<file path="src/rtl/core/bb3_pkg.sv">
// Shared types, constants and arithmetic helpers of the 3x3 RGB box blur.
`timescale 1ns / 1ps

package bb3_pkg;

  // Largest image the line store supports.
  localparam int MAX_WIDTH  = 1024;
  localparam int MAX_HEIGHT = 1024;

  // Field and register widths.
  localparam int CH_W      = 8;
  localparam int DIM_W     = 11;
  localparam int CFG_IDX_W = 1;
  localparam int DATA_W    = 3 * CH_W;

  // Counter widths.  The input row runs up to the height plus one while draining.
  localparam int COL_W    = $clog2(MAX_WIDTH);
  localparam int ROW_W    = $clog2(MAX_HEIGHT);
  localparam int IN_ROW_W = $clog2(MAX_HEIGHT + 2);
  localparam int EW_W     = $clog2(MAX_WIDTH + 1);
  localparam int EH_W     = $clog2(MAX_HEIGHT + 1);
  localparam int CMPW_W   = (DIM_W > EW_W) ? DIM_W : EW_W;
  localparam int CMPH_W   = (DIM_W > EH_W) ? DIM_W : EH_W;

  // Window sum and divider widths.
  localparam int SUM_W     = $clog2(9 * 255 + 1);
  localparam int CNT_W     = 4;
  localparam int NUM_W     = SUM_W + 1;
  localparam int DIV_MUL_W = 13;
  localparam int PROD_W    = NUM_W - 1 + DIV_MUL_W;
  localparam int DIV3_SH   = 14;
  localparam int DIV9_SH   = 16;
  localparam logic [DIV_MUL_W-1:0] DIV3_MUL = 13'd5462;
  localparam logic [DIV_MUL_W-1:0] DIV9_MUL = 13'd7282;

  // Register indexes and reset values.
  localparam logic [CFG_IDX_W-1:0] REG_FRAME_WIDTH  = 1'b0;
  localparam logic [CFG_IDX_W-1:0] REG_FRAME_HEIGHT = 1'b1;
  localparam logic [DIM_W-1:0]     FRAME_DIM_RESET  = 11'd1024;

  // Input beat kind carried on tuser.
  localparam logic MODE_PIXEL = 1'b0;

  typedef struct packed {
    logic [CH_W-1:0] red;
    logic [CH_W-1:0] green;
    logic [CH_W-1:0] blue;
  } pix_t;

  // One line store entry: the row two above and the row just above.
  typedef struct packed {
    pix_t older;
    pix_t newer;
  } line_ent_t;

  typedef struct packed {
    pix_t top;
    pix_t mid;
    pix_t bot;
  } col_trip_t;

  // Clipping mask of the window, bit 0 being the top row or left column.
  typedef struct packed {
    logic [2:0] rows_in;
    logic [2:0] cols_in;
    logic       row_end;
    logic       frame_end;
  } win_info_t;

  typedef struct packed {
    pix_t            pix;
    logic [COL_W-1:0] col;
    logic            emit;
    win_info_t       info;
  } step_t;

  typedef struct packed {
    logic [SUM_W-1:0] red_sum;
    logic [SUM_W-1:0] green_sum;
    logic [SUM_W-1:0] blue_sum;
    logic [CNT_W-1:0] n;
    logic             row_end;
    logic             frame_end;
  } sum_t;

  typedef struct packed {
    logic s1_load;
    logic s1_move;
    logic s3_load;
    logic out_load;
  } pipe_ctl_t;

  function automatic logic [EW_W-1:0] eff_width(input logic [DIM_W-1:0] v);
    if (v == '0) return EW_W'(1);
    if (CMPW_W'(v) > CMPW_W'(MAX_WIDTH)) return EW_W'(MAX_WIDTH);
    return EW_W'(v);
  endfunction

  function automatic logic [EH_W-1:0] eff_height(input logic [DIM_W-1:0] v);
    if (v == '0) return EH_W'(1);
    if (CMPH_W'(v) > CMPH_W'(MAX_HEIGHT)) return EH_W'(MAX_HEIGHT);
    return EH_W'(v);
  endfunction

  // Rounded mean (2*sum + n) / (2*n) for n in {1, 2, 3, 4, 6, 9}.  The power of
  // two part of 2*n is a shift; a remaining factor of three or nine is an exact
  // reciprocal multiply over the value range in use.
  function automatic logic [CH_W-1:0] mean_div(input logic [SUM_W-1:0] sum,
                                               input logic [CNT_W-1:0] n);
    logic [NUM_W-1:0]  num;
    logic [NUM_W-2:0]  half;
    logic [NUM_W-2:0]  quarter;
    logic [NUM_W-2:0]  op3;
    logic [PROD_W-1:0] p3;
    logic [PROD_W-1:0] p9;
    logic [CH_W-1:0]   q;
    num     = {sum, 1'b0} + NUM_W'(n);
    half    = num[NUM_W-1:1];
    quarter = {1'b0, num[NUM_W-1:2]};
    op3     = (n == CNT_W'(6)) ? quarter : half;
    p3      = PROD_W'(op3) * PROD_W'(DIV3_MUL);
    p9      = PROD_W'(half) * PROD_W'(DIV9_MUL);
    case (n)
      CNT_W'(1): q = half[CH_W-1:0];
      CNT_W'(2): q = quarter[CH_W-1:0];
      CNT_W'(4): q = num[CH_W+2:3];
      CNT_W'(3),
      CNT_W'(6): q = p3[DIV3_SH +: CH_W];
      CNT_W'(9): q = p9[DIV9_SH +: CH_W];
      default:   q = '0;
    endcase
    return q;
  endfunction

endpackage

</file>
<file path="src/rtl/core/bb3_mean.sv">
// Rounded mean of each channel sum and the result register.
`timescale 1ns / 1ps

module bb3_mean (
  input  logic                   clk,
  input  bb3_pkg::pipe_ctl_t     ctl,
  input  bb3_pkg::sum_t          s3_i,
  output logic [bb3_pkg::CH_W-1:0] red_out,
  output logic [bb3_pkg::CH_W-1:0] green_out,
  output logic [bb3_pkg::CH_W-1:0] blue_out,
  output logic                   row_end,
  output logic                   frame_end
);

  logic [bb3_pkg::CH_W-1:0] red_r, green_r, blue_r;
  logic                     row_end_r, frame_end_r;

  always_ff @(posedge clk) begin
    if (ctl.out_load) begin
      red_r       <= bb3_pkg::mean_div(s3_i.red_sum, s3_i.n);
      green_r     <= bb3_pkg::mean_div(s3_i.green_sum, s3_i.n);
      blue_r      <= bb3_pkg::mean_div(s3_i.blue_sum, s3_i.n);
      row_end_r   <= s3_i.row_end;
      frame_end_r <= s3_i.frame_end;
    end
  end

  assign red_out   = red_r;
  assign green_out = green_r;
  assign blue_out  = blue_r;
  assign row_end   = row_end_r;
  assign frame_end = frame_end_r;

endmodule

</file>
<file path="config.mk">
export PLATFORM = sky130hd
export DESIGN_NAME = bb3_mean
export DESIGN_NICKNAME = d
export VERILOG_FILES = /design/src/rtl/core/bb3_pkg.sv /design/src/rtl/core/bb3_mean.sv
export SDC_FILE = /design/constraint.sdc
export NUM_CORES = 1
export LEC_CHECK = 0
export BUFFER_PORTS_ARGS = -buffer_cell sky130_fd_sc_hd__buf_2
export CAP_MARGIN = 10
export CORE_UTILIZATION = 66
export CTS_BUF_LIST = sky130_fd_sc_hd__clkbuf_4 sky130_fd_sc_hd__clkbuf_8
export DETAILED_ROUTE_END_ITERATION = 12
export PLACE_DENSITY = 0.95
export SLEW_MARGIN = 0
export SYNTH_ARGS = -nofsm -noshare
export SYNTH_HDL_FRONTEND = slang
export SYNTH_SLANG_ARGS = --single-unit
</file>
<file path="constraint.sdc">
create_clock -name clk -period 9.65 [get_ports clk]
set_input_delay 1.93 -clock clk [delete_from_list [all_inputs] [get_ports clk]]
set_output_delay 1.93 -clock clk [all_outputs]
set_load 0.01 [all_outputs]
</file>
==> flow_metrics.py <==
metrics = {
    "synthesis": {
        "synth_top_family_by_area": "adder cells",
        "synthXorXnorAreaFrac_pct": 6.751,
        "synth_cell_types": 78,
        "yosys_warnings": 0,
        "synth_seq_cells": 26,
        "synth_nets": 2352,
        "ys_async_sr_fraction_pct": 0,
        "synth_adder_area_share_pct": 57.79,
        "ys.flop_type": "edfxtp_1",
        "synth-simple-area-share_pct": 8.023,
        "netlist_instances": 1699,
        "syn_area_per_cell_um2": 9.152,
        "netlist_area_mm2": 0.01555,
        "synth-edff-count": 26,
        "synthMuxAreaShare_pct": 0.5311,
        "synth-compound-area-share_pct": 11.42,
        "ys_seq_area_share_pct": 5.021,
    },
    "sta": {
        "min_period_ns": 9.258,
        "hold_viol": 0,
        "min_period_over_period_pct": 95.94,
        "hold_ws_ns": 1.824,
        "finalSetupTns_ns": 0,
        "relSlewSlack_pct": 19.44,
        "slew_violations": 0,
        "max_slew.worst_pin.slew_ns": 1.202,
        "fmax_mhz": 108.0,
        "setup_viol": 0,
        "grt_setup_unrepaired": "false",
    },
    "route": {
        "drt-pass1-iter-count": 7,
        "route.vias.total": 12952,
        "wl_per_cell_um": 19.06,
        "ant_nets": 0,
        "via_per_inst": 6.156,
        "drc": 0,
        "routed_wl_um": 40090,
        "drt_iter0_drc": 1035,
    },
    "layout": {
        "mostFrequentLayoutCells": "ha_1 (423), inv_1 (407), fa_1 (183)",
        "diodes": 0,
        "syn_to_final_growth_pct": 6.663,
        "ff_latch_area_um2": 780.7,
        "nFillCells": 1530,
        "multi_input_area_mm2": 0.01317,
        "drive_gt1_share_pct": 7.594,
        "final_common_cell": "ha_1",
        "nets": 2445,
    },
    "worst_setup_path": {
        "critPathLaunchType": "input pin",
        "worst-path-max-fanout": 12,
        "cp_num_buf_inv": 6,
        "max_stage_delay_ns": 0.84,
        "cp.depth": 29,
        "end_kind": "flip-flop",
        "arrival_ns": 9.29,
        "worst_path_max_delay_cell": "xnor2_1",
        "criticalPathCategory": "in2reg",
        "critPathTopFamily": "adder cells",
        "crit_required_ns": 9.69,
    },
    "outcome": {
        "status": "complete, no violations",
    },
    "floorplanning": {
        "dieArea_mm2": 0.02418,
        "die_w_um": 155.5,
        "dieHeight_um": 155.5,
        "rows": 55,
        "coreArea_mm2": 0.02285,
        "io-pin-count": 73,
        "start_util_pct": 68.06,
    },
    "global_routing": {
        "globalRouteOverflowTotal": 0,
        "antenna_found_initial": 0,
        "grt_pass1_wl_um": 66520,
        "grt_pass1_vias": 13989,
        "grt_max_degree": 29,
        "groute.usage.overall_pct": 34.71,
    },
    "worst_hold_path": {
        "hold_start": "s3_i[0]",
        "holdPathStages": 1,
        "hold_end": "frame_end",
        "hp-class": "in2reg",
    },
    "clocking": {
        "htreeDepth": 1,
        "root_buffer": "clkbuf_8",
        "cts_tree": "done",
        "cts_buffer_depth": 2,
        "post_cts_buffers": 0,
        "cts_buffers": 3,
        "cts_resized": 0,
        "cts_hold_buf": 0,
        "cts_num_sinks": 26,
        "clk_pin_slew_worst_paths_ns": 0.10,
    },
    "placed_design": {
        "dp_hpwl_um": 35320,
        "place_congestion": 0.9756,
        "port_buffers": 69,
    },
    "flow_run": {
        "drv_cap": 0,
    },
}
[cells in the mapped netlist (4+ instances only)]
master / instances / area share, %
nand2b_1: 14 / 0.56
buf_2: 4 / 0.13
xor2_1: 34 / 1.9
and3_1: 12 / 0.48
inv_1: 407 / 9.8
o22ai_1: 7 / 0.28
o21ai_0: 44 / 1.4
o211ai_1: 9 / 0.43
and2_1: 9 / 0.36
nand3_1: 25 / 0.80
clkbuf_1: 15 / 0.36
o21a_1: 7 / 0.34
xnor2_1: 84 / 4.7
nor2_1: 67 / 1.6
fa_1: 183 / 24
o21bai_1: 4 / 0.19
edfxtp_1: 26 / 5.0
mux2i_1: 6 / 0.39
nand2_1: 59 / 1.4
a222oi_1: 13 / 0.84
nand4_1: 9 / 0.36
or4_1: 5 / 0.24
a21o_1: 38 / 1.8
or3_1: 6 / 0.24
a21oi_1: 61 / 2.0
nor3_1: 15 / 0.48
o221ai_1: 11 / 0.62
a22oi_1: 6 / 0.29
a211oi_1: 7 / 0.34
ha_1: 423 / 34
nor3b_1: 4 / 0.19
nor4b_1: 4 / 0.23
nor2b_1: 7 / 0.28
o31ai_1: 4 / 0.19
[per-stage QoR]
step	instances	area [µm²]	util (%)	setup slack (ns)
final	2104	16580	72.59	0.3918
after global routing	2104	16580	72.59	0.003541
after CTS	2103	16570	72.54	0.5694
after detailed placement	2099	16530	72.34	0.2643
after global placement	2099	16530	72.34	0.6328
after floorplan	1699	15550	-	1.445
[logic make-up (layout without fill, tap and decap cells)]
kind of cell | Yosys count | after routing
DFF | 26 | 26
buffers and inverters | 432 | 524
adders and majority gates | 609 | 609
xor gates and xnor gates | 119 | 119
muxes | 8 | 8
AOI/OAI and AO/OA | 256 | 256
and+or+nand+nor | 249 | 249
[worst max path at each step]
stage	startpoint	end	slack, ns
2_1_floorplan	s3_i[3]	blue_out[6]	1.44
3_3_place_gp	s3_i[4]	green_out[7]	0.63
3_5_place_dp	s3_i[4]	green_out[7]	0.26
4_1_cts	s3_i[4]	green_out[7]	0.57
5_1_grt	s3_i[4]	green_out[4]	0.004
6_report	s3_i[4]	green_out[7]	0.39
[metal layers]
layer | GRT usage, % | vias up | part of all wire (%)
met5 | 0 | - | 0
met4 | 20.87 | 0 | 6.2
met3 | 4.875 | 218 | 6.7
met2 | 61.73 | 675 | 50
met1 | 39.53 | 6179 | 37
li1 | - | 5880 | -
[flip-flops by register name, summed over array words and instances (netlist names)]
name       flops
blue_out       8
green_out      8
red_out        8
frame_end      1
row_end        1
[final cells by class]
| class | instances | area share [%] |
|---|---|---|
| Timing Repair Buffer | 110 | 3.961 |
| Inverter | 410 | 9.280 |
| Multi-Input combinational cell | 1241 | 79.42 |
| Sequential cell | 26 | 4.708 |
| Clock inverter | 1 | 0.02263 |
| Clock buffer | 3 | 0.2490 |
| Tap cell | 313 | 2.361 |
Power is not shown: default switching activity piles up to over one toggle a cycle in this logic, so the estimate is an artifact.
