$ cat src/rtl/core/bb3_pkg.sv
// Shared types, constants and arithmetic helpers of the 3x3 RGB box blur.
`timescale 1ns / 1ps

package bb3_pkg;

  // Largest image the line store supports.
  localparam int MAX_WIDTH  = 1024;
  localparam int MAX_HEIGHT = 1024;

  // Field and register widths.
  localparam int CH_W      = 8;
  localparam int DIM_W     = 11;
  localparam int CFG_IDX_W = 1;
  localparam int DATA_W    = 3 * CH_W;

  // Counter widths.  The input row runs up to the height plus one while draining.
  localparam int COL_W    = $clog2(MAX_WIDTH);
  localparam int ROW_W    = $clog2(MAX_HEIGHT);
  localparam int IN_ROW_W = $clog2(MAX_HEIGHT + 2);
  localparam int EW_W     = $clog2(MAX_WIDTH + 1);
  localparam int EH_W     = $clog2(MAX_HEIGHT + 1);
  localparam int CMPW_W   = (DIM_W > EW_W) ? DIM_W : EW_W;
  localparam int CMPH_W   = (DIM_W > EH_W) ? DIM_W : EH_W;

  // Window sum and divider widths.
  localparam int SUM_W     = $clog2(9 * 255 + 1);
  localparam int CNT_W     = 4;
  localparam int NUM_W     = SUM_W + 1;
  localparam int DIV_MUL_W = 13;
  localparam int PROD_W    = NUM_W - 1 + DIV_MUL_W;
  localparam int DIV3_SH   = 14;
  localparam int DIV9_SH   = 16;
  localparam logic [DIV_MUL_W-1:0] DIV3_MUL = 13'd5462;
  localparam logic [DIV_MUL_W-1:0] DIV9_MUL = 13'd7282;

  // Register indexes and reset values.
  localparam logic [CFG_IDX_W-1:0] REG_FRAME_WIDTH  = 1'b0;
  localparam logic [CFG_IDX_W-1:0] REG_FRAME_HEIGHT = 1'b1;
  localparam logic [DIM_W-1:0]     FRAME_DIM_RESET  = 11'd1024;

  // Input beat kind carried on tuser.
  localparam logic MODE_PIXEL = 1'b0;

  typedef struct packed {
    logic [CH_W-1:0] red;
    logic [CH_W-1:0] green;
    logic [CH_W-1:0] blue;
  } pix_t;

  // One line store entry: the row two above and the row just above.
  typedef struct packed {
    pix_t older;
    pix_t newer;
  } line_ent_t;

  typedef struct packed {
    pix_t top;
    pix_t mid;
    pix_t bot;
  } col_trip_t;

  // Clipping mask of the window, bit 0 being the top row or left column.
  typedef struct packed {
    logic [2:0] rows_in;
    logic [2:0] cols_in;
    logic       row_end;
    logic       frame_end;
  } win_info_t;

  typedef struct packed {
    pix_t            pix;
    logic [COL_W-1:0] col;
    logic            emit;
    win_info_t       info;
  } step_t;

  typedef struct packed {
    logic [SUM_W-1:0] red_sum;
    logic [SUM_W-1:0] green_sum;
    logic [SUM_W-1:0] blue_sum;
    logic [CNT_W-1:0] n;
    logic             row_end;
    logic             frame_end;
  } sum_t;

  typedef struct packed {
    logic s1_load;
    logic s1_move;
    logic s3_load;
    logic out_load;
  } pipe_ctl_t;

  function automatic logic [EW_W-1:0] eff_width(input logic [DIM_W-1:0] v);
    if (v == '0) return EW_W'(1);
    if (CMPW_W'(v) > CMPW_W'(MAX_WIDTH)) return EW_W'(MAX_WIDTH);
    return EW_W'(v);
  endfunction

  function automatic logic [EH_W-1:0] eff_height(input logic [DIM_W-1:0] v);
    if (v == '0) return EH_W'(1);
    if (CMPH_W'(v) > CMPH_W'(MAX_HEIGHT)) return EH_W'(MAX_HEIGHT);
    return EH_W'(v);
  endfunction

  // Rounded mean (2*sum + n) / (2*n) for n in {1, 2, 3, 4, 6, 9}.  The power of
  // two part of 2*n is a shift; a remaining factor of three or nine is an exact
  // reciprocal multiply over the value range in use.
  function automatic logic [CH_W-1:0] mean_div(input logic [SUM_W-1:0] sum,
                                               input logic [CNT_W-1:0] n);
    logic [NUM_W-1:0]  num;
    logic [NUM_W-2:0]  half;
    logic [NUM_W-2:0]  quarter;
    logic [NUM_W-2:0]  op3;
    logic [PROD_W-1:0] p3;
    logic [PROD_W-1:0] p9;
    logic [CH_W-1:0]   q;
    num     = {sum, 1'b0} + NUM_W'(n);
    half    = num[NUM_W-1:1];
    quarter = {1'b0, num[NUM_W-1:2]};
    op3     = (n == CNT_W'(6)) ? quarter : half;
    p3      = PROD_W'(op3) * PROD_W'(DIV3_MUL);
    p9      = PROD_W'(half) * PROD_W'(DIV9_MUL);
    case (n)
      CNT_W'(1): q = half[CH_W-1:0];
      CNT_W'(2): q = quarter[CH_W-1:0];
      CNT_W'(4): q = num[CH_W+2:3];
      CNT_W'(3),
      CNT_W'(6): q = p3[DIV3_SH +: CH_W];
      CNT_W'(9): q = p9[DIV9_SH +: CH_W];
      default:   q = '0;
    endcase
    return q;
  endfunction

endpackage

$ cat src/rtl/core/bb3_ctrl.sv
// Frame registers, raster counters and per-beat window clipping decisions.
`timescale 1ns / 1ps

module bb3_ctrl (
  input  logic                          clk,
  input  logic                          rst_n,
  input  logic                          cfg_we,
  input  logic [bb3_pkg::CFG_IDX_W-1:0] cfg_index,
  input  logic [bb3_pkg::DIM_W-1:0]     cfg_data,
  input  logic                          acc,
  input  logic                          in_mode,
  input  bb3_pkg::pix_t                 in_pix,
  output logic                          step_en,
  output bb3_pkg::step_t                step_o
);

  logic [bb3_pkg::DIM_W-1:0]    frame_width_r;
  logic [bb3_pkg::DIM_W-1:0]    frame_height_r;
  logic [bb3_pkg::COL_W-1:0]    in_col_r, in_col_nxt;
  logic [bb3_pkg::IN_ROW_W-1:0] in_row_r, in_row_nxt;
  logic [bb3_pkg::COL_W-1:0]    out_col_r, out_col_nxt;
  logic [bb3_pkg::ROW_W-1:0]    out_row_r, out_row_nxt;

  logic [bb3_pkg::EW_W-1:0] w;
  logic [bb3_pkg::EH_W-1:0] h;
  logic drain, emit, col_wrap, last_col, last_row;

  assign w        = bb3_pkg::eff_width(frame_width_r);
  assign h        = bb3_pkg::eff_height(frame_height_r);
  assign drain    = in_row_r >= bb3_pkg::IN_ROW_W'(h);
  assign step_en  = drain || (in_mode == bb3_pkg::MODE_PIXEL);
  assign col_wrap = (bb3_pkg::EW_W'(in_col_r) + bb3_pkg::EW_W'(1)) >= w;
  assign emit     = (in_row_r >= bb3_pkg::IN_ROW_W'(2)) ||
                    ((in_row_r == bb3_pkg::IN_ROW_W'(1)) && (in_col_r != '0));
  assign last_col = (bb3_pkg::EW_W'(out_col_r) + bb3_pkg::EW_W'(1)) >= w;
  assign last_row = (bb3_pkg::EH_W'(out_row_r) + bb3_pkg::EH_W'(1)) >= h;

  always_comb begin
    step_o.pix            = drain ? '0 : in_pix;
    step_o.col            = in_col_r;
    step_o.emit           = emit;
    step_o.info.rows_in   = {~last_row, 1'b1, out_row_r != '0};
    step_o.info.cols_in   = {~last_col, 1'b1, out_col_r != '0};
    step_o.info.row_end   = last_col;
    step_o.info.frame_end = last_col && last_row;
  end

  always_comb begin
    in_col_nxt  = in_col_r;
    in_row_nxt  = in_row_r;
    out_col_nxt = out_col_r;
    out_row_nxt = out_row_r;
    if (acc && step_en) begin
      if (col_wrap) begin
        in_col_nxt = '0;
        in_row_nxt = in_row_r + bb3_pkg::IN_ROW_W'(1);
      end else begin
        in_col_nxt = in_col_r + bb3_pkg::COL_W'(1);
      end
      if (emit) begin
        // The last pixel of the frame sends every counter back to the start.
        if (last_col && last_row) begin
          in_col_nxt  = '0;
          in_row_nxt  = '0;
          out_col_nxt = '0;
          out_row_nxt = '0;
        end else if (last_col) begin
          out_col_nxt = '0;
          out_row_nxt = out_row_r + bb3_pkg::ROW_W'(1);
        end else begin
          out_col_nxt = out_col_r + bb3_pkg::COL_W'(1);
        end
      end
    end
  end

  always_ff @(posedge clk) begin
    if (!rst_n) begin
      frame_width_r  <= bb3_pkg::FRAME_DIM_RESET;
      frame_height_r <= bb3_pkg::FRAME_DIM_RESET;
      in_col_r       <= '0;
      in_row_r       <= '0;
      out_col_r      <= '0;
      out_row_r      <= '0;
    end else if (cfg_we) begin
      case (cfg_index)
        bb3_pkg::REG_FRAME_WIDTH:  frame_width_r  <= cfg_data;
        bb3_pkg::REG_FRAME_HEIGHT: frame_height_r <= cfg_data;
        default: ;
      endcase
      in_col_r  <= '0;
      in_row_r  <= '0;
      out_col_r <= '0;
      out_row_r <= '0;
    end else begin
      in_col_r  <= in_col_nxt;
      in_row_r  <= in_row_nxt;
      out_col_r <= out_col_nxt;
      out_row_r <= out_row_nxt;
    end
  end

endmodule

$ cat config.mk
export PLATFORM = sky130hd
export DESIGN_NAME = bb3_ctrl
export DESIGN_NICKNAME = d
export VERILOG_FILES = /design/src/rtl/core/bb3_pkg.sv /design/src/rtl/core/bb3_ctrl.sv
export SDC_FILE = /design/constraint.sdc
export NUM_CORES = 1
export LEC_CHECK = 0
export ABC_AREA = 1
export BUFFER_PORTS_ARGS = -buffer_cell sky130_fd_sc_hd__buf_2
export CORE_AREA = 2 2 106 118
export CTS_CLUSTER_DIAMETER = 80
export CTS_CLUSTER_SIZE = 24
export DETAILED_ROUTE_END_ITERATION = 12
export DIE_AREA = 0 0 108 120
export PLACE_DENSITY = 0.69
export SLEW_MARGIN = 20
export SYNTH_ARGS = -nofsm -noshare
export SYNTH_HDL_FRONTEND = slang
export SYNTH_SLANG_ARGS = --single-unit
$ cat constraint.sdc
create_clock -name clk -period 5.1 [get_ports clk]
set_clock_uncertainty 0.05 [all_clocks]
set_input_delay 0.765 -clock clk [delete_from_list [all_inputs] [get_ports clk]]
set_output_delay 0.765 -clock clk [all_outputs]
set_load 0.005 [all_outputs]
==> results.ini <==
[power_and_ir_drop]
ir_drop_mv = 0.137
power_frac_comb = 0.150
switching_share = 0.269
p_switching_mw = 0.372
p_leak_nw = 3.04
p_total_mw = 1.38
pwr-share-seq = 0.374
p_per_area_nw_per_um2 = 243
pwr-share-clk = 0.476
p_int_mw = 1.01

[timing]
hold_viol = 0
final.min_clock_period_ps = 3840
slew_headroom = 0.552
finalSetupTns_ps = 0
fmax_ghz = 0.261
rsz0062_at_grt = no
fin_crit_sh = 0.753
finalSetupViolations = 0
worst_pin_slew_ps = 670
slew_violations = 0

[placed_design]
place_congestion = 0.885
dp_hpwl_um = 9490
port_buffers = 82

[final_layout]
n_antenna_cell = 0
regArea_um2 = 1260
drive_gt1_frac = 0.135
fillers = 1216
fin_nets = 954
final_common_cell = nand2_1
area_growth_pct = 16.9
multiInputGateArea_um2 = 2990
final_cell_mix = nand2_1 (172), nor2_1 (150), inv_1 (131), buf_2 (82), dfxtp_1 (63)

[setup_path]
reg2reg_depth = 21
crit_required_ps = 4280
regToRegStartpoint = out_col_r[0]
startpoint_type = register
rrSetupSlack_ps = 1680
crit_type = reg2out
endpoint = step_o[39]
crit_fanout = 24
crit_arrival_ps = 3020
cp-end-kind = output port
cp-startpoint = frame_height_r[6]
reg2reg_to = out_row_r[6]

[die]
num_rows = 42
start_util = 0.412
dieArea_um2 = 13000
ioPinCount = 85
die_height_um = 120
die_x_um = 108
coreArea_um2 = 11800

[global_route]
grt_use_met2 = 0.342
grt_first_pass_wirelength_um = 19900
gr-total-overflow = 0
grt_pass1_vias = 4397
grt_usage = 0.191
gr-usage-met1 = 0.225
antenna_found_initial = 0
grtUsageMet3 = 0.0391
grt_start_max_net_pins = 27
top_usage_layer = met2

[drt]
drcViolationCount = 0
routed_wl_um = 12000
viasPerCell = 4.78
wl_per_cell_um = 11.7
via_count = 4867
dr.pass1.iters = 5
postRouteAntennaNets = 0
drtIter0Drc = 211

[clock_network]
cts_num_sinks = 63
cts_buffer_depth = 2
insertion_delay_ps = 330
clock-root-buffer = clkbuf_16
postCtsResizedCells = 0
cts.clk_slew.worst_paths_ps = 60
tritoncts = yes
cts_buffers = 9
htree_levels = 3
cts_setup_buffers = 0
ctsHoldBuffers = 0

[min_path]
hold_depth = 2
hold_path_class = reg2reg

[synthesis]
synth_top_family_by_area = simple AND/OR/NAND/NOR gates
yosys.area_share.simple = 0.347
synth_area_leaders = dfxtp_1 (26%), ha_1 (14%), nand2_1 (13%)
synth_area_um2 = 4870
synthMuxAreaShare = 0
synth_top_area_share = 0.259
syn_inst = 784
synth_seq_cells = 63
syn_avg_cell_area_um2 = 6.21
ys.flop_type = dfxtp_1
synth_fa_ha_area_frac = 0.136
synth_warnings = 0
ys_seq_area_frac = 0.259
synthXorXnorAreaFrac = 0.0288
yosysUniqueCellTypes = 36
async_flop_share = 0
yosysTopAreaCell = dfxtp_1
synth_edf_count = 0
synth_compound_area_frac = 0.101

[run]
drv_cap = 0

[run_status]
status = completed

-- state kept, by name (all words and copies together) (netlist names) --
name	cells
frame_height_r	11
out_row_r	10
out_col_r	10
frame_width_r	11
in_col_r	10
in_row_r	11
-- stage by stage --
stage	util	area [um^2]	cells	hold slack [ps]	setup slack (ps)
finish	0.481	5690	1019	431	1260
global placement	0.455	5380	1003	415	1680
floorplan	-	4870	785	409	2100
detailed placement	0.455	5380	1003	429	1600
global route	0.481	5690	1019	465	810
CTS	0.481	5690	1019	436	1240
-- layer usage --
metal | vias to the layer above | wire (um) | share of wire
li1 | 2613 | - | -
met1 | 2124 | 5280 | 0.44
met2 | 113 | 5850 | 0.49
met3 | 17 | 563 | 0.047
met4 | 0 | 257 | 0.022
met5 | - | 0 | 0
-- cell usage after synthesis, types with 3 or more instances --
master	number
o21ai_0	32
nand2_1	172
nor2_1	150
o21ai_1	16
inv_1	131
nand4_1	10
dfxtp_1	63
xor2_1	15
inv_2	3
nand3_1	39
clkbuf_1	9
nor4_1	6
nor3_1	6
ha_1	53
buf_4	5
nor2_2	4
a21oi_1	38
nor3_2	3
nand2_2	3
-- logic make-up after synthesis --
kind of cell / count (synthesis)
DFF: 63
xor gates and xnor gates: 16
AOI/OAI and AO/OA: 94
other: 1
and+or+nand+nor: 402
adders and majority gates: 53
buffers and inverters: 155
-- power groups by stage --
| stage | clock network (mW) | registers [mW] | logic, mW |
|---|---|---|---|
| 2_1_floorplan | 0 | 0.524 | 0.139 |
| 3_3_place_gp | 0 | 0.528 | 0.206 |
| 3_5_place_dp | 0 | 0.528 | 0.208 |
| 4_1_cts | 0.669 | 0.518 | 0.209 |
| 5_1_grt | 0.692 | 0.519 | 0.241 |
| 6_report | 0.658 | 0.518 | 0.207 |
-- area by class of cell --
type,count,share of cell area
Multi-Input combinational cell,567,0.526
Timing Repair Buffer,83,0.0734
Clock inverter,5,0.0145
Inverter,136,0.0897
Sequential cell,63,0.222
Tap cell,154,0.0339
Clock buffer,11,0.0409
-- how the worst min path moves through the flow --
stage | from | endpoint | slack [ps]
after global placement | in_col_r[9] | in_col_r[9] | 420
after CTS | in_col_r[9] | in_col_r[9] | 440
after detailed placement | in_col_r[9] | in_col_r[9] | 430
after floorplan | in_col_r[9] | in_col_r[9] | 410
final | in_col_r[9] | in_col_r[9] | 430
after global routing | in_col_r[9] | in_col_r[9] | 460
-- worst max-delay path, stage by stage, from the launching register on --
cell,delay (ps)
dfxtp_1,320
nor4_1,300
nand3_1,130
nand2_1,230
nand2_1,150
ha_1,340
nand2_1,70
nand2_1,50
nand3_1,70
nand2_1,100
nor4_1,290
inv_1,340
nor2_1,180
buf_2,130
No activity file was read; power rests on OpenSTA's default activity.
