## src/rtl/core/bb3_pkg.sv

```systemverilog
// Shared types, constants and arithmetic helpers of the 3x3 RGB box blur.
`timescale 1ns / 1ps

package bb3_pkg;

  // Largest image the line store supports.
  localparam int MAX_WIDTH  = 1024;
  localparam int MAX_HEIGHT = 1024;

  // Field and register widths.
  localparam int CH_W      = 8;
  localparam int DIM_W     = 11;
  localparam int CFG_IDX_W = 1;
  localparam int DATA_W    = 3 * CH_W;

  // Counter widths.  The input row runs up to the height plus one while draining.
  localparam int COL_W    = $clog2(MAX_WIDTH);
  localparam int ROW_W    = $clog2(MAX_HEIGHT);
  localparam int IN_ROW_W = $clog2(MAX_HEIGHT + 2);
  localparam int EW_W     = $clog2(MAX_WIDTH + 1);
  localparam int EH_W     = $clog2(MAX_HEIGHT + 1);
  localparam int CMPW_W   = (DIM_W > EW_W) ? DIM_W : EW_W;
  localparam int CMPH_W   = (DIM_W > EH_W) ? DIM_W : EH_W;

  // Window sum and divider widths.
  localparam int SUM_W     = $clog2(9 * 255 + 1);
  localparam int CNT_W     = 4;
  localparam int NUM_W     = SUM_W + 1;
  localparam int DIV_MUL_W = 13;
  localparam int PROD_W    = NUM_W - 1 + DIV_MUL_W;
  localparam int DIV3_SH   = 14;
  localparam int DIV9_SH   = 16;
  localparam logic [DIV_MUL_W-1:0] DIV3_MUL = 13'd5462;
  localparam logic [DIV_MUL_W-1:0] DIV9_MUL = 13'd7282;

  // Register indexes and reset values.
  localparam logic [CFG_IDX_W-1:0] REG_FRAME_WIDTH  = 1'b0;
  localparam logic [CFG_IDX_W-1:0] REG_FRAME_HEIGHT = 1'b1;
  localparam logic [DIM_W-1:0]     FRAME_DIM_RESET  = 11'd1024;

  // Input beat kind carried on tuser.
  localparam logic MODE_PIXEL = 1'b0;

  typedef struct packed {
    logic [CH_W-1:0] red;
    logic [CH_W-1:0] green;
    logic [CH_W-1:0] blue;
  } pix_t;

  // One line store entry: the row two above and the row just above.
  typedef struct packed {
    pix_t older;
    pix_t newer;
  } line_ent_t;

  typedef struct packed {
    pix_t top;
    pix_t mid;
    pix_t bot;
  } col_trip_t;

  // Clipping mask of the window, bit 0 being the top row or left column.
  typedef struct packed {
    logic [2:0] rows_in;
    logic [2:0] cols_in;
    logic       row_end;
    logic       frame_end;
  } win_info_t;

  typedef struct packed {
    pix_t            pix;
    logic [COL_W-1:0] col;
    logic            emit;
    win_info_t       info;
  } step_t;

  typedef struct packed {
    logic [SUM_W-1:0] red_sum;
    logic [SUM_W-1:0] green_sum;
    logic [SUM_W-1:0] blue_sum;
    logic [CNT_W-1:0] n;
    logic             row_end;
    logic             frame_end;
  } sum_t;

  typedef struct packed {
    logic s1_load;
    logic s1_move;
    logic s3_load;
    logic out_load;
  } pipe_ctl_t;

  function automatic logic [EW_W-1:0] eff_width(input logic [DIM_W-1:0] v);
    if (v == '0) return EW_W'(1);
    if (CMPW_W'(v) > CMPW_W'(MAX_WIDTH)) return EW_W'(MAX_WIDTH);
    return EW_W'(v);
  endfunction

  function automatic logic [EH_W-1:0] eff_height(input logic [DIM_W-1:0] v);
    if (v == '0) return EH_W'(1);
    if (CMPH_W'(v) > CMPH_W'(MAX_HEIGHT)) return EH_W'(MAX_HEIGHT);
    return EH_W'(v);
  endfunction

  // Rounded mean (2*sum + n) / (2*n) for n in {1, 2, 3, 4, 6, 9}.  The power of
  // two part of 2*n is a shift; a remaining factor of three or nine is an exact
  // reciprocal multiply over the value range in use.
  function automatic logic [CH_W-1:0] mean_div(input logic [SUM_W-1:0] sum,
                                               input logic [CNT_W-1:0] n);
    logic [NUM_W-1:0]  num;
    logic [NUM_W-2:0]  half;
    logic [NUM_W-2:0]  quarter;
    logic [NUM_W-2:0]  op3;
    logic [PROD_W-1:0] p3;
    logic [PROD_W-1:0] p9;
    logic [CH_W-1:0]   q;
    num     = {sum, 1'b0} + NUM_W'(n);
    half    = num[NUM_W-1:1];
    quarter = {1'b0, num[NUM_W-1:2]};
    op3     = (n == CNT_W'(6)) ? quarter : half;
    p3      = PROD_W'(op3) * PROD_W'(DIV3_MUL);
    p9      = PROD_W'(half) * PROD_W'(DIV9_MUL);
    case (n)
      CNT_W'(1): q = half[CH_W-1:0];
      CNT_W'(2): q = quarter[CH_W-1:0];
      CNT_W'(4): q = num[CH_W+2:3];
      CNT_W'(3),
      CNT_W'(6): q = p3[DIV3_SH +: CH_W];
      CNT_W'(9): q = p9[DIV9_SH +: CH_W];
      default:   q = '0;
    endcase
    return q;
  endfunction

endpackage

```

## src/rtl/core/bb3_window_sum.sv

```systemverilog
// 3x3 window shift register and the clipped per-channel window sums.
`timescale 1ns / 1ps

module bb3_window_sum (
  input  logic               clk,
  input  logic               rst_n,
  input  bb3_pkg::pipe_ctl_t ctl,
  input  bb3_pkg::col_trip_t trip_i,
  input  bb3_pkg::win_info_t info_i,
  output bb3_pkg::sum_t      s3_o
);

  bb3_pkg::pix_t     win_r [3][3];
  bb3_pkg::win_info_t s2_info_r;
  bb3_pkg::sum_t     s3_r;

  logic [bb3_pkg::SUM_W-1:0] red_row   [3];
  logic [bb3_pkg::SUM_W-1:0] green_row [3];
  logic [bb3_pkg::SUM_W-1:0] blue_row  [3];
  logic [bb3_pkg::SUM_W-1:0] red_sum, green_sum, blue_sum;
  logic [1:0]                nr, nc;
  logic [bb3_pkg::CNT_W-1:0] n;

  always_ff @(posedge clk) begin
    if (!rst_n) begin
      for (int r = 0; r < 3; r++) begin
        for (int c = 0; c < 3; c++) begin
          win_r[r][c] <= '0;
        end
      end
    end else if (ctl.s1_move) begin
      for (int r = 0; r < 3; r++) begin
        win_r[r][0] <= win_r[r][1];
        win_r[r][1] <= win_r[r][2];
      end
      win_r[0][2] <= trip_i.top;
      win_r[1][2] <= trip_i.mid;
      win_r[2][2] <= trip_i.bot;
    end
  end

  always_ff @(posedge clk) begin
    if (ctl.s1_move) begin
      s2_info_r <= info_i;
    end
  end

  // Row sums first, then the three rows, to keep the adder chains short.
  always_comb begin
    for (int r = 0; r < 3; r++) begin
      red_row[r]   = '0;
      green_row[r] = '0;
      blue_row[r]  = '0;
      for (int c = 0; c < 3; c++) begin
        if (s2_info_r.rows_in[r] && s2_info_r.cols_in[c]) begin
          red_row[r]   = red_row[r]   + bb3_pkg::SUM_W'(win_r[r][c].red);
          green_row[r] = green_row[r] + bb3_pkg::SUM_W'(win_r[r][c].green);
          blue_row[r]  = blue_row[r]  + bb3_pkg::SUM_W'(win_r[r][c].blue);
        end
      end
    end
    red_sum   = red_row[0] + red_row[1] + red_row[2];
    green_sum = green_row[0] + green_row[1] + green_row[2];
    blue_sum  = blue_row[0] + blue_row[1] + blue_row[2];
  end

  assign nr = 2'd1 + 2'(s2_info_r.rows_in[0]) + 2'(s2_info_r.rows_in[2]);
  assign nc = 2'd1 + 2'(s2_info_r.cols_in[0]) + 2'(s2_info_r.cols_in[2]);
  assign n  = bb3_pkg::CNT_W'(nr) * bb3_pkg::CNT_W'(nc);

  always_ff @(posedge clk) begin
    if (ctl.s3_load) begin
      s3_r.red_sum   <= red_sum;
      s3_r.green_sum <= green_sum;
      s3_r.blue_sum  <= blue_sum;
      s3_r.n         <= n;
      s3_r.row_end   <= s2_info_r.row_end;
      s3_r.frame_end <= s2_info_r.frame_end;
    end
  end

  assign s3_o = s3_r;

endmodule

```

## config.mk

```make
export PLATFORM = sky130hd
export DESIGN_NAME = bb3_window_sum
export DESIGN_NICKNAME = d
export VERILOG_FILES = /design/src/rtl/core/bb3_pkg.sv /design/src/rtl/core/bb3_window_sum.sv
export SDC_FILE = /design/constraint.sdc
export NUM_CORES = 1
export LEC_CHECK = 0
export BUFFER_PORTS_ARGS = -buffer_cell sky130_fd_sc_hd__buf_4
export CAP_MARGIN = 20
export CORE_MARGIN = 2
export CORE_UTILIZATION = 40
export DETAILED_ROUTE_END_ITERATION = 10
export GPL_TIMING_DRIVEN = 0
export HOLD_SLACK_MARGIN = 0.06
export REMOVE_ABC_BUFFERS = 1
export SYNTH_ARGS = -nofsm -noshare
export SYNTH_HDL_FRONTEND = slang
export SYNTH_SLANG_ARGS = --single-unit
```

## constraint.sdc

```tcl
create_clock -name clk -period 17.1 [get_ports clk]
set_clock_uncertainty 0.15 [all_clocks]
set_input_delay 5.13 -clock clk [delete_from_list [all_inputs] [get_ports clk]]
set_output_delay 5.13 -clock clk [all_outputs]
set_load 0.02 [all_outputs]
```

==> results of run 1 <==
==> layer usage <==
metal,up-vias,track usage,part of all wire
met2,353,0.3356,0.47
li1,7049,-,-
met1,6963,0.2619,0.45
met3,95,0.02450,0.039
met4,0,0.08495,0.038
met5,-,0,0
==> through the flow <==
stage	cells	cell area, sq um	hold WS (ns)	util	setup WS (ns)
after detailed placement	2545	20890	0.2563	0.4384	8.974
after global routing	2605	22170	0.3004	0.4654	9.041
after CTS	2604	22150	0.2817	0.4648	9.587
final	2605	22170	0.2768	0.4654	9.619
after floorplan	1794	18850	0.2503	-	6.026
after global placement	2534	20550	0.2567	0.4314	1.125
==> final cells by class <==
class	instances	share of cell area
clock buffers	41	0.04243
clock inverters	18	0.01428
inverters	128	0.02167
multi-input cells	1400	0.4691
flip-flops and latches	266	0.3602
well taps	615	0.03470
repair buffers	137	0.05756
==> cell families (layout without fill, tap and decap cells) <==
kind of cell             after synthesis  count (layout)  share of synthesized area
AND/OR/NAND/NOR                      623             623                     0.1685
AO/OA/AOI/OAI                        396             396                     0.1296
adder cells (fa/ha/maj)              234             234                     0.1709
multiplexers                          26              26                    0.01448
flip-flops                           266             266                     0.4144
XOR/XNOR                             121             121                    0.05499
buffers and inverters                225             324                    0.04713
==> critical path, delay by kind of cell <==
| family | cells | cell delay, ns |
|---|---|---|
| buffers and inverters | 4 | 1.51 |
| and+or+nand+nor | 1 | 0.70 |
==> state kept, by name, indices dropped and copies added, names as in the netlist <==
register and flops:
win_r 216, s2_info_r 8, s3_o 42
==> cells in the final DEF, fill, tap and decap left out, types with 51 or more instances in the layout <==
cell                         n
sky130_fd_sc_hd__and3_1    256
sky130_fd_sc_hd__buf_4     123
sky130_fd_sc_hd__xnor2_1    61
sky130_fd_sc_hd__a21oi_1    96
sky130_fd_sc_hd__nand2_1   136
sky130_fd_sc_hd__nor2_1     99
sky130_fd_sc_hd__xor2_1     60
sky130_fd_sc_hd__inv_1     128
sky130_fd_sc_hd__ha_1      175
sky130_fd_sc_hd__fa_1       51
sky130_fd_sc_hd__edfxtp_1  266
sky130_fd_sc_hd__o21ai_0   110
==> power groups by stage <==
| stage | Clock [uW] | Sequential [uW] | Combinational [uW] |
|---|---|---|---|
| 2_1_floorplan | 0 | 877 | 290 |
| 3_3_place_gp | 0 | 870 | 464 |
| 3_5_place_dp | 0 | 855 | 494 |
| 4_1_cts | 834 | 842 | 497 |
| 5_1_grt | 854 | 848 | 551 |
| 6_report | 815 | 842 | 493 |
==> Yosys cell counts (8+ instances only) <==
cell / number
sky130_fd_sc_hd__a21oi_1: 96
sky130_fd_sc_hd__and2_1: 8
sky130_fd_sc_hd__a211oi_1: 20
sky130_fd_sc_hd__xor2_1: 60
sky130_fd_sc_hd__nand2b_1: 11
sky130_fd_sc_hd__o22ai_1: 13
sky130_fd_sc_hd__nor3_1: 31
sky130_fd_sc_hd__fa_1: 51
sky130_fd_sc_hd__clkbuf_1: 83
sky130_fd_sc_hd__and3_1: 256
sky130_fd_sc_hd__a21o_1: 29
sky130_fd_sc_hd__ha_1: 175
sky130_fd_sc_hd__edfxtp_1: 266
sky130_fd_sc_hd__o21bai_1: 10
sky130_fd_sc_hd__o21ai_1: 10
sky130_fd_sc_hd__o21ai_0: 110
sky130_fd_sc_hd__xnor2_1: 61
sky130_fd_sc_hd__nand3_1: 25
sky130_fd_sc_hd__nor2b_1: 27
sky130_fd_sc_hd__o31ai_1: 8
sky130_fd_sc_hd__nor2_1: 102
sky130_fd_sc_hd__mux2i_1: 11
sky130_fd_sc_hd__a22o_1: 14
sky130_fd_sc_hd__mux2_2: 15
sky130_fd_sc_hd__nand2_1: 136
sky130_fd_sc_hd__inv_1: 128
sky130_fd_sc_hd__o21a_1: 23
==> how the worst max path moves through the flow <==
stage	start	to	slack, ns	cells past startpoint
3_5_place_dp	ctl[2]	win_r[0][170]	8.97	5
4_1_cts	ctl[2]	win_r[0][78]	9.59	5
2_1_floorplan	ctl[2]	win_r[0][0]	6.03	1
6_report	ctl[2]	win_r[0][151]	9.62	5
5_1_grt	s2_info_r[5]	s3_o[16]	9.04	26
3_3_place_gp	rst_n	win_r[0][194]	1.13	2
==> impl_metrics.env, run 1 <==
export IMPL_status="finished clean"
export IMPL_hold_path_startpoint="s2_info_r[1]"
export IMPL_io_buffers=125
export IMPL_critPathLaunchType="input pin"
export IMPL_cts_sink_count=266
export IMPL_detailed_place_hpwl_um=34800
export IMPL_synth_cells=1891
export IMPL_critPathCaptureType="register"
export IMPL_total_power_uw=2150
export IMPL_final_seq_area_sq_um=7988
export IMPL_fraction_of_power_consumed_by_the_clock_network=0.379
export IMPL_final_antenna_net_count=0
export IMPL_peakVddDrop_mv=0.05169
export IMPL_path_class="in2reg"
export IMPL_cts_tree="done"
export IMPL_drive_gt1_frac=0.1136
export IMPL_post_synth_num_cell_types=68
export IMPL_power_per_cell_area_nw_per_um2=96.95
export IMPL_dieHeight_um=223.5
export IMPL_crit_chain="buf_6 > buf_16 > nand2b_4 > buf_16 > buf_16"
export IMPL_fin_tns_setup_ns=0
export IMPL_switching_share=0.2864
export IMPL_max_cap_violations=0
export IMPL_synth_cell_area_sq_um=19270
export IMPL_synth_top_cell_by_area="sky130_fd_sc_hd__edfxtp_1"
export IMPL_cts_max_level=2
export IMPL_core_area_sq_um=47650
export IMPL_r2r_slack_ns=9.66
export IMPL_ctsRootBufferMaster="sky130_fd_sc_hd__clkbuf_16"
export IMPL_critPathSlowestCell="sky130_fd_sc_hd__nand2b_4"
export IMPL_clock_path_buffers=3
export IMPL_grt_overflow_total=0
export IMPL_yosys_warnings=0
export IMPL_post_cts_hold_buffer_count=0
export IMPL_worst_r2r_cell_count=26
export IMPL_final_period_utilization=0.4375
export IMPL_critical_path_required_ns=17.18
export IMPL_postCtsResizedCells=0
export IMPL_power_frac_comb=0.229
export IMPL_drt_first_iter_violations=1003
export IMPL_crit_reg2reg_capture="s3_o[16]"
export IMPL_grt_max_degree=137
export IMPL_gp_congestion=0.8630
export IMPL_timing_hold_worst_class="reg2reg"
export IMPL_synth_top_cell_area_share=0.4144
export IMPL_timing_fmax_mhz=133.7
export IMPL_static_leakage_power_uw=0.01047
export IMPL_antenna_found_initial=0
export IMPL_timing_slew_headroom=0.2680
export IMPL_routedWlPerCell_um=18.99
export IMPL_cpMostUsedCell="sky130_fd_sc_hd__buf_16"
export IMPL_total_switching_power_uw=615.7
export IMPL_timing_critical_path_fanout_max=127
export IMPL_grt_pass1_wl_um=78740
export IMPL_path_clk_slew_ns=0.06
export IMPL_synth_edf_count=266
export IMPL_fp_dieW_um=223.5
export IMPL_slew_viol_final=0
export IMPL_timing_critical_path_slowest_cell_delay_ns=0.70
export IMPL_num_antenna_cells=0
export IMPL_worst_hold_path_cells=0
export IMPL_final_period_minus_worst_setup_slack_ns=7.481
export IMPL_finalWirelength_um=49480
export IMPL_holdPathEnd="s3_o[1]"
export IMPL_timing_final_hold_violations=0
export IMPL_postSynth_asyncResetShare=0
export IMPL_design_die_area_sq_um=49950
export IMPL_netlist_top_cells_area="sky130_fd_sc_hd__edfxtp_1 41%, sky130_fd_sc_hd__ha_1 11%, sky130_fd_sc_hd__and3_1 8.3%"
export IMPL_seqPwrFrac=0.392
export IMPL_rsz0062_at_grt="no"
export IMPL_synth_seq_cells=266
export IMPL_worst_slew_pin_slew_ns=1.094
export IMPL_vias_in_the_first_global_route=14434
export IMPL_p_int_uw=1534
export IMPL_final_nets=2279
export IMPL_boundaryPins=128
export IMPL_initial_core_util=0.4045
export IMPL_worst_ep_arrival_time_ns=7.56
export IMPL_grt_total_usage=0.2002
export IMPL_detailroute_via_count=14460
export IMPL_detail_route_drc_violations=0
export IMPL_fillers=4373
export IMPL_synth_area_per_cell_sq_um=10.19
export IMPL_yosysSeqAreaShare=0.4144
export IMPL_multi_input_area_sq_um=10400
export IMPL_average_via_count_per_standard_cell=5.551
export IMPL_setup_viol_count_final=0
export IMPL_number_of_buffers_inserted_during_clock_tree_synthesis=34
export IMPL_fp_row_count=80
export IMPL_crit_reg2reg_launch="s2_info_r[5]"
export IMPL_leading_register_cell_type_out_of_synthesis="sky130_fd_sc_hd__edfxtp_1"
export IMPL_cts_repair_timing_setup_buffer_count=0
export IMPL_drt_pass1_iterations=5
export IMPL_worst_skew_pair_late_latency_ns=0.55
export IMPL_area_growth_pct=15.05
No activity file was read; power rests on OpenSTA's default activity.
==> run 2: changes to the inputs <==
clock period = 6.7 ns   (was 17.1 ns; I/O delays follow)
==> run 2 against run 1 <==
Net effect: worst hold slack hardly changed; register-to-register slack worse by 9.4 ns; global-route usage is 0.20 points higher; total power grew to 2.6 times the previous value; clock power grew to 2.6 times the previous value.
==> impl_metrics.env, run 2 (synthesis gave the netlist of run 1 again) <==
export IMPL_mostFrequentLayoutCells="266 x sky130_fd_sc_hd__edfxtp_1, 256 x sky130_fd_sc_hd__and3_1, 174 x sky130_fd_sc_hd__ha_1"
export IMPL_fp_dieW_um=223.5
export IMPL_critPathCaptureType="register"
export IMPL_dieHeight_um=223.5
export IMPL_worst_r2r_cell_count=25
export IMPL_max_reg_flops=216
export IMPL_timing_hold_worst_class="reg2reg"
export IMPL_design_die_area_sq_um=49950
export IMPL_antenna_found_initial=0
export IMPL_timing_final_hold_violations=0
export IMPL_critPathLaunchType="register"
export IMPL_cts_sink_count=266
export IMPL_ctsRootBufferMaster="sky130_fd_sc_hd__clkbuf_16"
export IMPL_setup_viol_count_final=0
export IMPL_path_class="reg2reg"
export IMPL_drt_pass1_iterations=5
export IMPL_clock_path_buffers=3
export IMPL_fp_row_count=80
export IMPL_cts_tree="done"
export IMPL_crit_reg2reg_capture="s3_o[16]"
export IMPL_detailed_place_hpwl_um=34800
export IMPL_rsz0062_at_grt="no"
export IMPL_final_period_utilization=0.9637
export IMPL_grt_overflow_total=0
export IMPL_post_cts_hold_buffer_count=0
export IMPL_placed_area_sq_um=20890
export IMPL_final_period_minus_worst_setup_slack_ns=6.456
export IMPL_worst_slew_pin_slew_ns=1.036
export IMPL_final_nets=2291
export IMPL_drive_gt1_frac=0.1259
export IMPL_cts_max_level=2
export IMPL_grt_max_degree=137
export IMPL_timing_fmax_mhz=154.9
export IMPL_status="finished clean"
export IMPL_final_antenna_net_count=0
export IMPL_gp_congestion=0.8630
export IMPL_path_clk_slew_ns=0.06
export IMPL_timing_slew_headroom=0.3095
export IMPL_routedWlPerCell_um=19.23
export IMPL_io_buffers=125
export IMPL_grt_pass1_wl_um=79260
export IMPL_r2r_slack_ns=0.24
export IMPL_slew_viol_final=0
export IMPL_finalWirelength_um=50350
export IMPL_crit_path_start="s2_info_r[2]"
export IMPL_power_per_cell_area_nw_per_um2=246.8
export IMPL_critical_path_required_ns=6.84
export IMPL_number_of_buffers_inserted_during_clock_tree_synthesis=34
export IMPL_static_leakage_power_uw=0.01055
export IMPL_post_route_util=0.4688
export IMPL_worst_skew_pair_late_latency_ns=0.55
export IMPL_boundaryPins=128
export IMPL_max_cap_violations=0
export IMPL_grt_total_usage=0.2022
export IMPL_timing_critical_path_fanout_max=23
export IMPL_holdPathEnd="s3_o[1]"
export IMPL_area_growth_pct=15.89
export IMPL_peakVddDrop_mv=0.1321
export IMPL_average_via_count_per_standard_cell=5.571
export IMPL_crit_reg2reg_launch="s2_info_r[2]"
export IMPL_top_register="win_r"
export IMPL_detailroute_via_count=14585
export IMPL_detail_route_drc_violations=0
export IMPL_initial_core_util=0.4045
export IMPL_worst_ep_arrival_time_ns=6.59
export IMPL_drt_first_iter_violations=976
export IMPL_postLayoutCellArea_sq_um=22340
export IMPL_layout_commonest_cell="sky130_fd_sc_hd__edfxtp_1"
export IMPL_core_area_sq_um=47650
export IMPL_worst_hold_path_cells=0
export IMPL_hold_path_startpoint="s2_info_r[1]"
export IMPL_vias_in_the_first_global_route=14427
-- run 2: changes by cell type in the layout (fill, tap and decap cells not counted), moves of 2 or more --
cell	change
sky130_fd_sc_hd__a21oi_1	-2
sky130_fd_sc_hd__a21oi_2	+2
sky130_fd_sc_hd__nor2_4	+2
sky130_fd_sc_hd__nor2_1	-2
sky130_fd_sc_hd__and2_4	+2
sky130_fd_sc_hd__and2_1	-2
sky130_fd_sc_hd__buf_4	+10
-- run 2: where the power goes --
group	internal (uW)	total (uW)	switching [uW]	leakage (uW)
clock	1340	2090	742	0.000609
sequential	2040	2140	99.8	0.00287
combinational	542	1290	746	0.00707
-- run 2: layer usage --
metal | GRT usage | up-vias | part of all wire
met2 | 0.3419 | 370 | 0.48
met4 | 0.07849 | 0 | 0.033
met3 | 0.02450 | 90 | 0.041
met1 | 0.2651 | 7049 | 0.45
met5 | 0 | - | 0
li1 | - | 7076 | -
-- run 2: area by class of cell --
type / count / area [sq um]
fillers: 4365 / 25310
diodes: 1 / 2.502
well taps: 615 / 769.5
repair buffers: 148 / 1363
inverters: 128 / 480.5
clock buffers: 41 / 940.9
flip-flops and latches: 266 / 7988
multi-input cells: 1401 / 10480
clock inverters: 18 / 316.6
-- run 2: per-stage QoR --
stage	cells	setup slack (ns)	setup TNS, ns	hold WS [ns]	total power, uW
2_1_floorplan	1794	-1.254	-270.92	0.2503	2978
3_3_place_gp	2534	-6.155	-1375.20	0.2567	3404
3_5_place_dp	2545	-0.7979	-6.568	0.2563	3442
4_1_cts	2609	0.1014	0	0.2817	5554
5_1_grt	2617	0.007465	0	0.3004	5768
6_report	2618	0.2435	0	0.2763	5512
-- run 2: worst max-delay path by stage --
stage / to
after CTS: s3_o[16]
after global placement: win_r[0][194]
after global routing: s3_o[16]
final: s3_o[16]
after floorplan: win_r[0][0]
after detailed placement: s3_o[16]
-- run 2: what timing repair did --
| item | CTS | global route |
|---|---|---|
| gates resized for setup | 5 | 14 |
| gates cloned | 0 | 1 |
| setup endpoints to repair | 15 | 6 |
| pin swaps | 0 | 1 |
| buffers inserted | 5 | 6 |
-- run 2: critical path, stage by stage (launching register included) --
cell and delay [ns]:
sky130_fd_sc_hd__edfxtp_1 0.49, sky130_fd_sc_hd__buf_16 0.21, sky130_fd_sc_hd__and2_4 0.27, sky130_fd_sc_hd__nand2_1 0.12, sky130_fd_sc_hd__inv_1 0.05, sky130_fd_sc_hd__ha_1 0.23
sky130_fd_sc_hd__fa_2 0.41, sky130_fd_sc_hd__maj3_2 0.34, sky130_fd_sc_hd__a311o_1 0.37, sky130_fd_sc_hd__a31oi_2 0.21, sky130_fd_sc_hd__nor2_1 0.09, sky130_fd_sc_hd__xor2_1 0.15
sky130_fd_sc_hd__a22o_1 0.22, sky130_fd_sc_hd__ha_1 0.33, sky130_fd_sc_hd__o21a_1 0.13, sky130_fd_sc_hd__nor2_1 0.05, sky130_fd_sc_hd__a21oi_2 0.15, sky130_fd_sc_hd__xor2_1 0.17
sky130_fd_sc_hd__mux2i_1 0.13, sky130_fd_sc_hd__fa_1 0.56, sky130_fd_sc_hd__inv_1 0.04, sky130_fd_sc_hd__ha_1 0.21, sky130_fd_sc_hd__or4_1 0.57, sky130_fd_sc_hd__a31o_2 0.25
sky130_fd_sc_hd__a21oi_1 0.17, sky130_fd_sc_hd__xnor2_1 0.11
==> run 3: changes to the inputs <==
clock period = 6 ns   (was 6.7 ns; I/O delays follow)
==> run 3 against run 2 <==
Net effect: sequential share of layout area fell by 1.8 points; total power is 14% higher; sequential power up 12%; critical path type unchanged; largest cell class unchanged.
==> impl_metrics.env, run 3 (synthesis gave the netlist of run 1 again) <==
export IMPL_status="finished clean"
export IMPL_cpMostUsedCell="sky130_fd_sc_hd__ha_4"
export IMPL_finalWirelength_um=52830
export IMPL_critical_path_buf_inv_count=3
export IMPL_rsz0062_at_grt="yes"
export IMPL_preCtsSetupSlack_ns=-1.498
export IMPL_global_route_met1_usage=0.2680
export IMPL_grt_total_usage=0.2086
export IMPL_average_via_count_per_standard_cell=5.553
export IMPL_fp_row_count=80
export IMPL_ctsRootBufferMaster="sky130_fd_sc_hd__clkbuf_16"
export IMPL_detail_route_drc_violations=0
export IMPL_layout_commonest_cell="sky130_fd_sc_hd__edfxtp_1"
export IMPL_path_class="reg2reg"
export IMPL_dieHeight_um=223.5
export IMPL_setup_viol_count_final=0
export IMPL_worst_ep_arrival_time_ns=6.11
export IMPL_static_leakage_power_uw=0.01093
export IMPL_final_antenna_net_count=0
export IMPL_top_register="win_r"
export IMPL_cts_sink_count=266
export IMPL_timing_critical_path_to="s3_o[16]"
export IMPL_power_per_cell_area_nw_per_um2=268.1
export IMPL_path_clk_slew_ns=0.06
export IMPL_timing_critical_path_depth=25
export IMPL_critPathLaunchType="register"
export IMPL_timing_slew_headroom=0.1739
export IMPL_initial_core_util=0.4045
export IMPL_timing_critical_path_slowest_cell_delay_ns=0.53
export IMPL_final_nets=2340
export IMPL_critPathCaptureType="register"
export IMPL_total_switching_power_uw=1840
export IMPL_mostFrequentLayoutCells="266 x sky130_fd_sc_hd__edfxtp_1, 255 x sky130_fd_sc_hd__and3_1, 175 x sky130_fd_sc_hd__buf_4"
export IMPL_vias_in_the_first_global_route=14785
export IMPL_cts_tree="done"
export IMPL_gp_congestion=0.8630
export IMPL_core_area_sq_um=47650
export IMPL_critPathSlowestCell="sky130_fd_sc_hd__fa_1"
export IMPL_slew_viol_final=0
export IMPL_worst_r2r_cell_count=25
export IMPL_crit_path_start="s2_info_r[2]"
export IMPL_critical_path_required_ns=6.14
export IMPL_r2r_slack_ns=0.03
export IMPL_seqPwrFrac=0.379
export IMPL_detailroute_via_count=14804
export IMPL_crit_reg2reg_launch="s2_info_r[2]"
export IMPL_p_int_uw=4470
export IMPL_worst_skew_pair_late_latency_ns=0.56
export IMPL_clock_path_buffers=3
export IMPL_final_period_utilization=0.9950
export IMPL_placed_area_sq_um=20890
export IMPL_switching_share=0.2915
export IMPL_fp_dieW_um=223.5
export IMPL_drt_pass1_iterations=5
export IMPL_path_delay_family="adder cells"
export IMPL_max_cap_violations=0
export IMPL_timing_fmax_mhz=167.5
export IMPL_gr_max_usage_layer="met2"
export IMPL_routedWlPerCell_um=19.82
export IMPL_worst_slew_pin_slew_ns=1.236
export IMPL_peakVddDrop_mv=0.1485
export IMPL_drt_first_iter_violations=967
export IMPL_power_frac_comb=0.252
export IMPL_final_period_minus_worst_setup_slack_ns=5.970
export IMPL_use_met3=0.03134
export IMPL_setup_slack_ns=0.03028
export IMPL_cts_max_level=2
export IMPL_timing_final_hold_violations=0
export IMPL_timing_critical_path_fanout_max=5
export IMPL_design_die_area_sq_um=49950
export IMPL_postLayoutCellArea_sq_um=23530
export IMPL_fraction_of_power_consumed_by_the_clock_network=0.369
export IMPL_grt_pass1_wl_um=81490
export IMPL_number_of_buffers_inserted_during_clock_tree_synthesis=34
export IMPL_crit_reg2reg_capture="s3_o[16]"
export IMPL_max_reg_flops=216
export IMPL_drive_gt1_frac=0.2067
export IMPL_timing_hold_worst_class="reg2reg"
export IMPL_boundaryPins=128
export IMPL_use_met2=0.3535
export IMPL_grt_overflow_total=0
export IMPL_antenna_found_initial=0
export IMPL_grt_max_degree=137
export IMPL_detailed_place_hpwl_um=34800
export IMPL_area_growth_pct=22.10
export IMPL_num_antenna_cells=0
export IMPL_io_buffers=125
export IMPL_hold_slack_ns=0.2759
[run 3: cell types whose count changed in the layout (fill, tap and decap cells not counted), moves of 15 or more]
cell and delta:
sky130_fd_sc_hd__a21oi_1 -18, sky130_fd_sc_hd__a21oi_2 +16, sky130_fd_sc_hd__buf_4 +42, sky130_fd_sc_hd__ha_1 -23
sky130_fd_sc_hd__ha_4 +17, sky130_fd_sc_hd__o21ai_0 -29, sky130_fd_sc_hd__o21ai_2 +15
[run 3: timing repair]
item	CTS	global route
hold buffers	0	0
endpoints found under the setup margin	24	14
resized for setup	63	141
pin swaps	27	56
setup buffers	37	21
gates cloned	3	0
[run 3: worst min-delay path by stage]
stage | end | depth (start not counted) | slack, ns | startpoint
after floorplan | s3_o[0] | 0 | 0.25 | s2_info_r[0]
after global placement | s3_o[0] | 0 | 0.26 | s2_info_r[0]
after detailed placement | s3_o[0] | 0 | 0.26 | s2_info_r[0]
after CTS | s3_o[1] | 0 | 0.28 | s2_info_r[1]
after global routing | s3_o[1] | 0 | 0.30 | s2_info_r[1]
final | s3_o[1] | 0 | 0.28 | s2_info_r[1]
[run 3: per-layer routing]
layer / up-vias / wire (um) / share of wire
li1: 7166 / - / -
met1: 7200 / 23090 / 0.44
met2: 345 / 25810 / 0.49
met3: 93 / 2241 / 0.042
met4: 0 / 1689 / 0.032
met5: - / 0 / 0
[run 3: layout make-up]
type                       instances  area (sq um)
fill                            4252         24110
tap                              615         769.5
multi-input combinational       1401         11230
sequential                       266          7988
clock buffer                      41         940.9
clock inverter                    18         316.6
inverter                         128         485.5
timing repair buffer             197          1803
[run 3: power by group through the flow]
stage | registers (uW) | logic [uW] | clock network, uW
after floorplan | 2500 | 825 | 0
after global placement | 2480 | 1320 | 0
after detailed placement | 2440 | 1410 | 0
after CTS | 2390 | 1500 | 2380
after global routing | 2410 | 1760 | 2430
final | 2390 | 1590 | 2330
[run 3: stage by stage]
stage          cells  setup TNS [ns]  utilization  total power, uW
3_3_place_gp    2534        -1506.01       0.4314             3801
3_5_place_dp    2545          -20.81       0.4384             3844
5_1_grt         2666         -0.7789       0.4939             6601
2_1_floorplan   1794         -377.76            -             3325
6_report        2666               0       0.4939             6310
4_1_cts         2644        -0.03385       0.4780             6267
